**src/sv/monospace_word_wrap_line_breaker_macros.svh**
```systemverilog
//------------------------------------------------------------------------------
// Assertion macros for the monospace word wrap line breaker
// Shorthands for clocked implication checks that are disabled during reset.
//------------------------------------------------------------------------------
`ifndef MONOSPACE_WORD_WRAP_LINE_BREAKER_MACROS_SVH
`define MONOSPACE_WORD_WRAP_LINE_BREAKER_MACROS_SVH

// Same-cycle implication: whenever ante holds, cons must hold too.
`define MWWLB_ASSERT_IMP(label, clk, rst_n, ante, cons, msg) \
	label: assert property (@(posedge clk) disable iff (!rst_n) (ante) |-> (cons)) \
		else $error(msg);

// Next-cycle implication: whenever ante holds, cons must hold in the next cycle.
`define MWWLB_ASSERT_NXT(label, clk, rst_n, ante, cons, msg) \
	label: assert property (@(posedge clk) disable iff (!rst_n) (ante) |=> (cons)) \
		else $error(msg);

`endif

```
**src/sv/mwwlb_pkg.sv**
```systemverilog
//------------------------------------------------------------------------------
// Monospace word wrap line breaker package
// Payload types, field widths, codes and reset values shared by the block.
//------------------------------------------------------------------------------
`timescale 1ns / 1ps

package mwwlb_pkg;

	// Fixed widths of the transaction fields.
	localparam int unsigned POS_W   = 24;
	localparam int unsigned LEN_W   = 3;
	localparam int unsigned CLASS_W = 2;
	localparam int unsigned LINE_Y_W = 16;

	// Pen x is kept in 13 bits and saturates.
	localparam int unsigned PEN_X_W = 13;
	localparam logic [PEN_X_W-1:0] PEN_X_MAX = '1;

	// Configuration register widths and port layout.
	localparam int unsigned WRAP_W    = 12;
	localparam int unsigned MARGIN_W  = 12;
	localparam int unsigned ADVANCE_W = 7;
	localparam int unsigned PITCH_W   = 8;
	localparam int unsigned CFG_DATA_W  = 12;
	localparam int unsigned CFG_INDEX_W = 3;

	// Default storage widths.
	localparam int unsigned OFFSET_BITS_DEF = 24;
	localparam int unsigned COORD_BITS_DEF  = 16;

	// Register indexes.
	localparam logic [CFG_INDEX_W-1:0] REG_WRAP_WIDTH   = 3'd0;
	localparam logic [CFG_INDEX_W-1:0] REG_LEFT_MARGIN  = 3'd1;
	localparam logic [CFG_INDEX_W-1:0] REG_TOP_MARGIN   = 3'd2;
	localparam logic [CFG_INDEX_W-1:0] REG_CHAR_ADVANCE = 3'd3;
	localparam logic [CFG_INDEX_W-1:0] REG_LINE_PITCH   = 3'd4;

	// Register reset values.
	localparam logic [WRAP_W-1:0]    WRAP_WIDTH_RST   = 12'd320;
	localparam logic [MARGIN_W-1:0]  LEFT_MARGIN_RST  = 12'd0;
	localparam logic [MARGIN_W-1:0]  TOP_MARGIN_RST   = 12'd0;
	localparam logic [ADVANCE_W-1:0] CHAR_ADVANCE_RST = 7'd8;
	localparam logic [PITCH_W-1:0]   LINE_PITCH_RST   = 8'd16;

	// Item kinds and character classes.
	localparam logic KIND_CHAR = 1'b0;
	localparam logic KIND_END  = 1'b1;
	localparam logic [CLASS_W-1:0] CLASS_ORDINARY = 2'd0;
	localparam logic [CLASS_W-1:0] CLASS_SPACE    = 2'd1;
	localparam logic [CLASS_W-1:0] CLASS_NEWLINE  = 2'd2;

	typedef struct packed {
		logic               kind;
		logic [CLASS_W-1:0] char_class;
		logic [POS_W-1:0]   byte_pos;
		logic [LEN_W-1:0]   byte_len;
	} mwwlb_in_t;

	typedef struct packed {
		logic [POS_W-1:0]    line_first_byte;
		logic [POS_W-1:0]    line_end_byte;
		logic [LINE_Y_W-1:0] line_y;
		logic                hard_break;
		logic                final_line;
	} mwwlb_out_t;

endpackage

```
**src/sv/monospace_word_wrap_line_breaker.sv**
```systemverilog
//------------------------------------------------------------------------------
// Monospace word wrap line breaker
// Greedy line breaking over a stream of decoded characters, one per cycle unless out stalls.
//------------------------------------------------------------------------------
//
//   Channel   Dir   Handshake              Payload
//   in        in    in_valid / in_ready    in_data  (mwwlb_in_t, one character or end)
//   out       out   out_valid / out_ready  out_data (mwwlb_out_t, one line record)
//   cfg       in    cfg_wr_en              cfg_index, cfg_data (write only)
//
// Every transaction passes through the input register and leaves its line
// record, if any, in the result register when it is processed.
// One transaction is accepted per cycle unless out stalls; pen state is registered.
// A stall on out holds the result register; one more transaction still enters
// the input register, after which in_ready drops until out_ready returns.
// Reset is asynchronous, takes effect at once and needs no clearing pass.
//------------------------------------------------------------------------------
`timescale 1ns / 1ps

`include "monospace_word_wrap_line_breaker_macros.svh"

module monospace_word_wrap_line_breaker
	import mwwlb_pkg::*;
#(
	parameter int unsigned OFFSET_BITS = OFFSET_BITS_DEF,
	parameter int unsigned COORD_BITS  = COORD_BITS_DEF
) (
	input  logic                   clk,
	input  logic                   arst_n,
	input  logic                   in_valid,
	output logic                   in_ready,
	input  mwwlb_in_t              in_data,
	output logic                   out_valid,
	input  logic                   out_ready,
	output mwwlb_out_t             out_data,
	input  logic                   cfg_wr_en,
	input  logic [CFG_INDEX_W-1:0] cfg_index,
	input  logic [CFG_DATA_W-1:0]  cfg_data
);

	// Width of the product chars_after_space * char_advance.
	localparam int unsigned PROD_W = PEN_X_W + ADVANCE_W;

	// Configuration registers. The user must change them only while the block is idle; the block does not enforce it.
	logic [WRAP_W-1:0]    wrap_limit_q;
	logic [MARGIN_W-1:0]  left_margin_q;
	logic [MARGIN_W-1:0]  top_margin_q;
	logic [ADVANCE_W-1:0] char_advance_q;
	logic [PITCH_W-1:0]   line_pitch_q;

	always_ff @(posedge clk or negedge arst_n) begin
		if (!arst_n) begin
			wrap_limit_q   <= WRAP_WIDTH_RST;
			left_margin_q  <= LEFT_MARGIN_RST;
			top_margin_q   <= TOP_MARGIN_RST;
			char_advance_q <= CHAR_ADVANCE_RST;
			line_pitch_q   <= LINE_PITCH_RST;
		end else if (cfg_wr_en) begin
			unique case (cfg_index)
				REG_WRAP_WIDTH:   wrap_limit_q   <= cfg_data[WRAP_W-1:0];
				REG_LEFT_MARGIN:  left_margin_q  <= cfg_data[MARGIN_W-1:0];
				REG_TOP_MARGIN:   top_margin_q   <= cfg_data[MARGIN_W-1:0];
				REG_CHAR_ADVANCE: char_advance_q <= cfg_data[ADVANCE_W-1:0];
				REG_LINE_PITCH:   line_pitch_q   <= cfg_data[PITCH_W-1:0];
				default: ;
			endcase
		end
	end

	// Input register. It is free when empty or when its transaction is being
	// processed this cycle, so a stalled result blocks the next input only once it is full.
	mwwlb_in_t item_s1;
	logic      valid_s1;
	logic      advance;
	logic      out_valid_q;
	mwwlb_out_t out_data_q;

	assign advance  = valid_s1 && (!out_valid_q || out_ready);
	assign in_ready = !valid_s1 || advance;

	always_ff @(posedge clk or negedge arst_n) begin
		if (!arst_n) begin
			valid_s1 <= 1'b0;
		end else if (in_valid && in_ready) begin
			valid_s1 <= 1'b1;
		end else if (advance) begin
			valid_s1 <= 1'b0;
		end
	end

	always_ff @(posedge clk) begin
		if (in_valid && in_ready) begin
			item_s1 <= in_data;
		end
	end

	// Pen and line state.
	logic [PEN_X_W-1:0]     pen_x_q;
	logic [COORD_BITS-1:0]  pen_y_q;
	logic [OFFSET_BITS-1:0] row_start_q;
	logic                   space_seen_q;
	logic [OFFSET_BITS-1:0] space_offset_q;
	logic [PEN_X_W-1:0]     chars_after_space_q;

	logic [PEN_X_W-1:0]     pen_x_d;
	logic [COORD_BITS-1:0]  pen_y_d;
	logic [OFFSET_BITS-1:0] row_start_d;
	logic                   space_seen_d;
	logic [OFFSET_BITS-1:0] space_offset_d;
	logic [PEN_X_W-1:0]     chars_after_space_d;

	logic                   emit;
	mwwlb_out_t             rec;

	// Datapath pieces shared by the branches below.
	logic [OFFSET_BITS-1:0] pos;
	logic [COORD_BITS:0]    y_sum;
	logic [COORD_BITS-1:0]  y_next;
	logic [PEN_X_W:0]       x_sum;
	logic [PEN_X_W-1:0]     x_adv;
	logic [PEN_X_W-1:0]     cas_upd;
	logic [PROD_W-1:0]      span_prod;
	logic [PROD_W:0]        span_sum;
	logic [PEN_X_W-1:0]     x_after_space;
	logic [PEN_X_W-1:0]     x_after_char;
	logic                   is_space;
	logic                   space_seen_upd;
	logic [OFFSET_BITS-1:0] space_offset_upd;

	assign pos = OFFSET_BITS'(item_s1.byte_pos);

	// Next row, saturating at the top of the coordinate range.
	assign y_sum  = {1'b0, pen_y_q} + (COORD_BITS + 1)'(line_pitch_q);
	assign y_next = y_sum[COORD_BITS] ? '1 : y_sum[COORD_BITS-1:0];

	// Class 3 falls through as an ordinary character.
	assign is_space         = (item_s1.char_class == CLASS_SPACE);
	assign space_seen_upd   = space_seen_q || is_space;
	assign space_offset_upd = is_space ? pos : space_offset_q;
	assign cas_upd          = is_space ? '0 :
	                          (chars_after_space_q == PEN_X_MAX) ? PEN_X_MAX :
	                          chars_after_space_q + PEN_X_W'(1);

	// Pen advance, saturating.
	assign x_sum = {1'b0, pen_x_q} + (PEN_X_W + 1)'(char_advance_q);
	assign x_adv = x_sum[PEN_X_W] ? PEN_X_MAX : x_sum[PEN_X_W-1:0];

	// Pen x after a break at the last space: the word carried over to the new line.
	assign span_prod     = PROD_W'(cas_upd) * PROD_W'(char_advance_q);
	assign span_sum      = (PROD_W + 1)'(left_margin_q) + {1'b0, span_prod};
	assign x_after_space = (span_sum > (PROD_W + 1)'(PEN_X_MAX)) ? PEN_X_MAX :
	                       span_sum[PEN_X_W-1:0];
	// Pen x after a break before the overflowing character; this cannot saturate.
	assign x_after_char  = PEN_X_W'(left_margin_q) + PEN_X_W'(char_advance_q);

	always_comb begin
		pen_x_d             = pen_x_q;
		pen_y_d             = pen_y_q;
		row_start_d         = row_start_q;
		space_seen_d        = space_seen_q;
		space_offset_d      = space_offset_q;
		chars_after_space_d = chars_after_space_q;
		emit                = 1'b0;
		rec.line_first_byte = POS_W'(row_start_q);
		rec.line_end_byte   = POS_W'(pos);
		rec.line_y          = LINE_Y_W'(pen_y_q);
		rec.hard_break      = 1'b0;
		rec.final_line      = 1'b0;

		if (item_s1.kind == KIND_END) begin
			// Close the last line and rewind to the start of a new text.
			emit                = 1'b1;
			rec.final_line      = 1'b1;
			pen_x_d             = PEN_X_W'(left_margin_q);
			pen_y_d             = COORD_BITS'(top_margin_q);
			row_start_d         = '0;
			space_seen_d        = 1'b0;
			space_offset_d      = '0;
			chars_after_space_d = '0;
		end else if (item_s1.char_class == CLASS_NEWLINE) begin
			// Hard break; the next line starts just past the newline.
			emit                = 1'b1;
			rec.hard_break      = 1'b1;
			row_start_d         = pos + OFFSET_BITS'(item_s1.byte_len);
			pen_x_d             = PEN_X_W'(left_margin_q);
			pen_y_d             = y_next;
			space_seen_d        = 1'b0;
			chars_after_space_d = '0;
		end else begin
			space_offset_d = space_offset_upd;
			if (x_adv <= PEN_X_W'(wrap_limit_q)) begin
				// Still fits on the current line.
				pen_x_d             = x_adv;
				space_seen_d        = space_seen_upd;
				chars_after_space_d = cas_upd;
			end else begin
				emit                = 1'b1;
				pen_y_d             = y_next;
				space_seen_d        = 1'b0;
				chars_after_space_d = '0;
				if (space_seen_upd) begin
					// Soft break at the last space; the space itself is dropped.
					rec.line_end_byte = POS_W'(space_offset_upd);
					row_start_d       = space_offset_upd + OFFSET_BITS'(1);
					pen_x_d           = x_after_space;
				end else begin
					// No space on this line: break before the overflowing character.
					row_start_d = pos;
					pen_x_d     = x_after_char;
				end
			end
		end
	end

	always_ff @(posedge clk or negedge arst_n) begin
		if (!arst_n) begin
			pen_x_q             <= PEN_X_W'(LEFT_MARGIN_RST);
			pen_y_q             <= COORD_BITS'(TOP_MARGIN_RST);
			row_start_q         <= '0;
			space_seen_q        <= 1'b0;
			space_offset_q      <= '0;
			chars_after_space_q <= '0;
		end else if (advance) begin
			pen_x_q             <= pen_x_d;
			pen_y_q             <= pen_y_d;
			row_start_q         <= row_start_d;
			space_seen_q        <= space_seen_d;
			space_offset_q      <= space_offset_d;
			chars_after_space_q <= chars_after_space_d;
		end
	end

	// Result register. It loads only when it is empty or being drained.
	always_ff @(posedge clk or negedge arst_n) begin
		if (!arst_n) begin
			out_valid_q <= 1'b0;
		end else if (advance && emit) begin
			out_valid_q <= 1'b1;
		end else if (out_ready) begin
			out_valid_q <= 1'b0;
		end
	end

	always_ff @(posedge clk) begin
		if (advance && emit) begin
			out_data_q <= rec;
		end
	end

	assign out_valid = out_valid_q;
	assign out_data  = out_data_q;

	// Checks on the block's own control and state.
	`MWWLB_ASSERT_IMP(a_ready_only_on_stall, clk, arst_n, !in_ready,
		valid_s1 && out_valid_q && !out_ready, "input blocked without an output stall")
	`MWWLB_ASSERT_NXT(a_emit_lands, clk, arst_n, advance && emit,
		out_valid_q, "line record lost on its way to the result register")
	`MWWLB_ASSERT_NXT(a_end_rewinds, clk, arst_n, advance && item_s1.kind == KIND_END,
		!space_seen_q && row_start_q == '0 && chars_after_space_q == '0,
		"state not rewound after the end transaction")
	`MWWLB_ASSERT_IMP(a_break_kinds_exclusive, clk, arst_n, out_valid_q,
		!(out_data_q.hard_break && out_data_q.final_line),
		"line record flagged both hard break and final line")

endmodule
```
**config.mk**
```make
export PLATFORM = sky130hd
export DESIGN_NAME = monospace_word_wrap_line_breaker
export DESIGN_NICKNAME = d
export VERILOG_FILES = /design/src/sv/mwwlb_pkg.sv /design/src/sv/monospace_word_wrap_line_breaker.sv
export VERILOG_INCLUDE_DIRS = /design/src /design/src/sv
export SDC_FILE = /design/constraint.sdc
export NUM_CORES = 1
export LEC_CHECK = 0
export ABC_AREA = 1
export BUFFER_PORTS_ARGS = -buffer_cell sky130_fd_sc_hd__buf_4
export CAP_MARGIN = 30
export CORE_ASPECT_RATIO = 0.5
export CORE_MARGIN = 2
export CORE_UTILIZATION = 25
export CTS_CLUSTER_DIAMETER = 40
export DETAILED_ROUTE_END_ITERATION = 8
export SLEW_MARGIN = 10
export SYNTH_ARGS = -nofsm -noshare
export SYNTH_HDL_FRONTEND = slang
export SYNTH_SLANG_ARGS = --single-unit
```
**constraint.sdc**
```tcl
create_clock -name clk -period 13.86 [get_ports clk]
set_clock_uncertainty 0.1 [all_clocks]
set_input_delay 0 -clock clk [delete_from_list [all_inputs] [get_ports clk]]
set_output_delay 0 -clock clk [all_outputs]
set_load 0.005 [all_outputs]
```
==> results by group <==
Logic synthesis
  – Post-Synth Adder-Cell Area: between 10% and 20%
  – Yosys top cell by area: dfrtp_1
  – Synth cell types: 50
  – Largest family of logic cells by synthesized area: simple AND/OR/NAND/NOR gates
  – Post-synth EDFFs: 96
  – Largest cells by area after synthesis: dfrtp_1, edfxtp_1, nand2_1
  – Synthesized flop and latch total: 240
  – Prevailing post-synth register cell: dfrtp_1
  – Post-Synthesis Cells: ~2.1k
  – Ys Warns: 0
  – Syn Nets: 2315
  – Compound-Gate Fraction of Synth Area: 12.11%
  – Seq/Total Area, Yosys: 38.89%
  – Synth Area per Inst: slightly below 8 um2
  – Synthesized area: ~17000 um2
  – Xor/xnor share of the synthesized area: under 10%
  – Share of the synthesized area in the top cell type: between 20% and 30%
  – Post-Synth Simple-Gate Area: between 20% and 30%
  – Fraction of synthesized area in multiplexers: 0%
  – Asr flop ratio synth: between 60% and 70%

Die
  – Die area: 68970 um2
  – Core area: about 65000 um2
  – Initial Util: between 20% and 30%
  – Die Y: roughly 190 um
  – I/O pin total: about 120
  – Chip width: between 300 and 400 um
  – # rows: 66

Global routing
  – GRT overflow: 0
  – Gr usage total: about 14%
  – First-pass GRT wire length: between 70000 and 80000 um
  – Initial antenna violation count: 0
  – Vias in the first global route: between 10k and 15k
  – Largest net degree at the start of global routing: 68

Worst hold path
  – Worst hold-check path type: in2reg
  – Hold Crit Endpoint: char_advance_q[3]$_DFFE_PN1P_
  – Worst Min Path Start: cfg_index[0]
  – WHS Path Cells: 3

Route
  – DRT Pass-1 Iters: 6
  – Final ANT Viol Nets: 0
  – Vias: about 15k
  – Routed WL per cell: about 15 um
  – DR iter-0 viols: 1209
  – Vias/cell: 4.586
  – DRC Markers: 0
  – Routed wire length: 48750 um

Final layout
  – ANT cells: 0
  – Final Core Density: between 30% and 40%
  – Final layout net count: 2477
  – Area grow syn2layout: 21.67%
  – Commonest non-fill, non-tap cell in the layout: nand2_1
  – Most frequent cells in the layout: nand2_1, inv_1, nor2_1, o21ai_0, dfrtp_1
  – Share of layout cells above drive strength 1: a little over a tenth
  – Final non-filler cell total: about 3.2k
  – Design area: 20310 um2

Status
  – Status: completed

Clock network
  – Hold_buf cts: 50
  – H-tree levels: 2
  – Post-CTS Resized: 0
  – CTS tree: yes
  – Clk_lat worst skew: 0.55 ns
  – Setup bufs post-CTS: 0
  – Cts bufs inserted: 39
  – CTS root buffer: clkbuf_16
  – CTS clk-pin slew, worst paths: ~0.060 ns
  – Clk sinks: 240
  – Max Root-Sink Buffers: 3

Worst setup path
  – Reg2Reg Capture Point: pen_x_q[5]$_DFFE_PN0P_
  – Type of element launching the critical path: register
  – CP Class: reg2reg
  – Worst path required time: around 14 ns
  – Setup slack, reg-to-reg: ~7.1 ns
  – Worst setup EP type: register
  – Worst-path fanout max: 7
  – CP max stage delay: between 0.5 and 0.6 ns
  – Most frequent CP cell: nand3_1
  – Number of buffers and inverters on the critical path: 5
  – CP max stage cell: fa_1
  – R2R depth: 31
  – Reg-to-reg startpoint: chars_after_space_q[0]$_DFFE_PN0P_
  – Top Family by Delay on Critical Path: adder cells
  – Critical Path AT: between 7 and 8 ns

Timing
  – Tcrit/Tclk final: between 40% and 50%
  – Rel. slew slack: between 30% and 40%
  – Fin. max-slew vios: 0
  – Max Clk Rate: ~150 MHz
  – Fin crit period: 6.773 ns
  – Hold Vio Cnt, Final: 0
  – Final Setup Violations: 0
  – Worst-Margin Slew: approximately 0.93 ns
  – Unrepaired setup endpoints after global routing: no
  – Fin Setup TNS: 0 ns

Power and ir drop
  – Leakage power: 9.614 nW
  – Total power: 3.386 mW
  – Cell Pwr Density: 166.8 nW/um2
  – Peak VDD IR: approximately 0.12 mV

Placed design
  – DP HPWL: ~37000 um
  – Placed instance count: a little over 3k
  – Number of port buffers: 117
  – Gp weighted congestion: between 0.9 and 1
  – Post-DP Area: 18450 um2

Job
  – # Max-Cap Violations: 0
[worst register-to-register path: cells and delay by family, from the launching register on]
family | cells | cell delay, ns
simple gates | 18 | 2.50
buf+inv | 5 | 0.57
flops | 1 | 0.39
fa+ha+maj | 6 | 2.59
compound gates | 2 | 0.51
[Yosys cell counts (all sizes together) (5+ instances only)]
master	number
nand2	520
inv	338
nor2	205
o21ai	195
dfrtp	140
nand3	124
a21oi	97
edfxtp	96
ha	84
fa	70
clkbuf	35
o22ai	35
buf	27
xor2	25
nand4	22
nor3	18
xnor2	14
o211ai	11
or2	9
a31oi	8
o21a	6
o21bai	5
[layout make-up]
type,count,area [um2]
clock inverter,27,332.8
tap,884,1106
fill,6918,45180
clock buffer,45,998.5
sequential,240,6491
timing repair buffer,183,1515
inverter,340,1279
multi-input combinational,1469,8583
[flip-flops by register name, summed over array words and instances, names as in the netlist, 6 cells and up]
name / flops
line_pitch_q: 8
out_data: 66
chars_after_space_q: 13
pen_y_q: 16
space_offset_q: 24
pen_x_q: 13
item_s1: 6
char_advance_q: 7
top_margin_q: 12
row_start_q: 24
wrap_limit_q: 12
pos: 24
left_margin_q: 12
[where the power goes]
part | switching, mW | internal, mW | leakage, nW
Sequential | 0.148 | 0.978 | 2.78
Combinational | 0.812 | 0.466 | 6.19
Clock | 0.387 | 0.596 | 0.641
Total | 1.35 | 2.04 | 9.61
[how the worst max path moves through the flow]
stage                                             startpoint                endpoint  slack [ns]  cells past startpoint
after global placement    chars_after_space_q[0]$_DFFE_PN0P_  pen_x_q[9]$_DFFE_PN0P_        7.28                     31
final                     chars_after_space_q[0]$_DFFE_PN0P_  pen_x_q[5]$_DFFE_PN0P_        7.09                     31
after floorplan           chars_after_space_q[0]$_DFFE_PN0P_  pen_x_q[7]$_DFFE_PN0P_        8.11                     32
after global routing      chars_after_space_q[0]$_DFFE_PN0P_  pen_x_q[9]$_DFFE_PN0P_        6.49                     33
after CTS                 chars_after_space_q[0]$_DFFE_PN0P_  pen_x_q[5]$_DFFE_PN0P_        7.14                     31
after detailed placement  chars_after_space_q[0]$_DFFE_PN0P_  pen_x_q[5]$_DFFE_PN0P_        7.16                     31
[logic make-up after synthesis]
group | count (synthesis)
AND/OR/NAND/NOR | 908
buffers and inverters | 402
AO/OA/AOI/OAI | 368
flip-flops | 240
adder cells (fa/ha/maj) | 154
XOR/XNOR | 39
[through the flow]
| step | hold slack, ns | setup WS (ns) |
|---|---|---|
| 2_1_floorplan | -0.3956 | 8.106 |
| 3_3_place_gp | 0.007227 | 7.279 |
| 3_5_place_dp | 0.01284 | 7.159 |
| 4_1_cts | 0.01763 | 7.136 |
| 5_1_grt | 0.07666 | 6.491 |
| 6_report | 0.01979 | 7.087 |
[routing by layer]
layer  track usage [%]  wire [um]
met1             19.14      21980
met2             23.29      23040
met3             1.918       2670
met4             3.736       1054
met5                 0          0
Power figures use the tool's default switching activity.
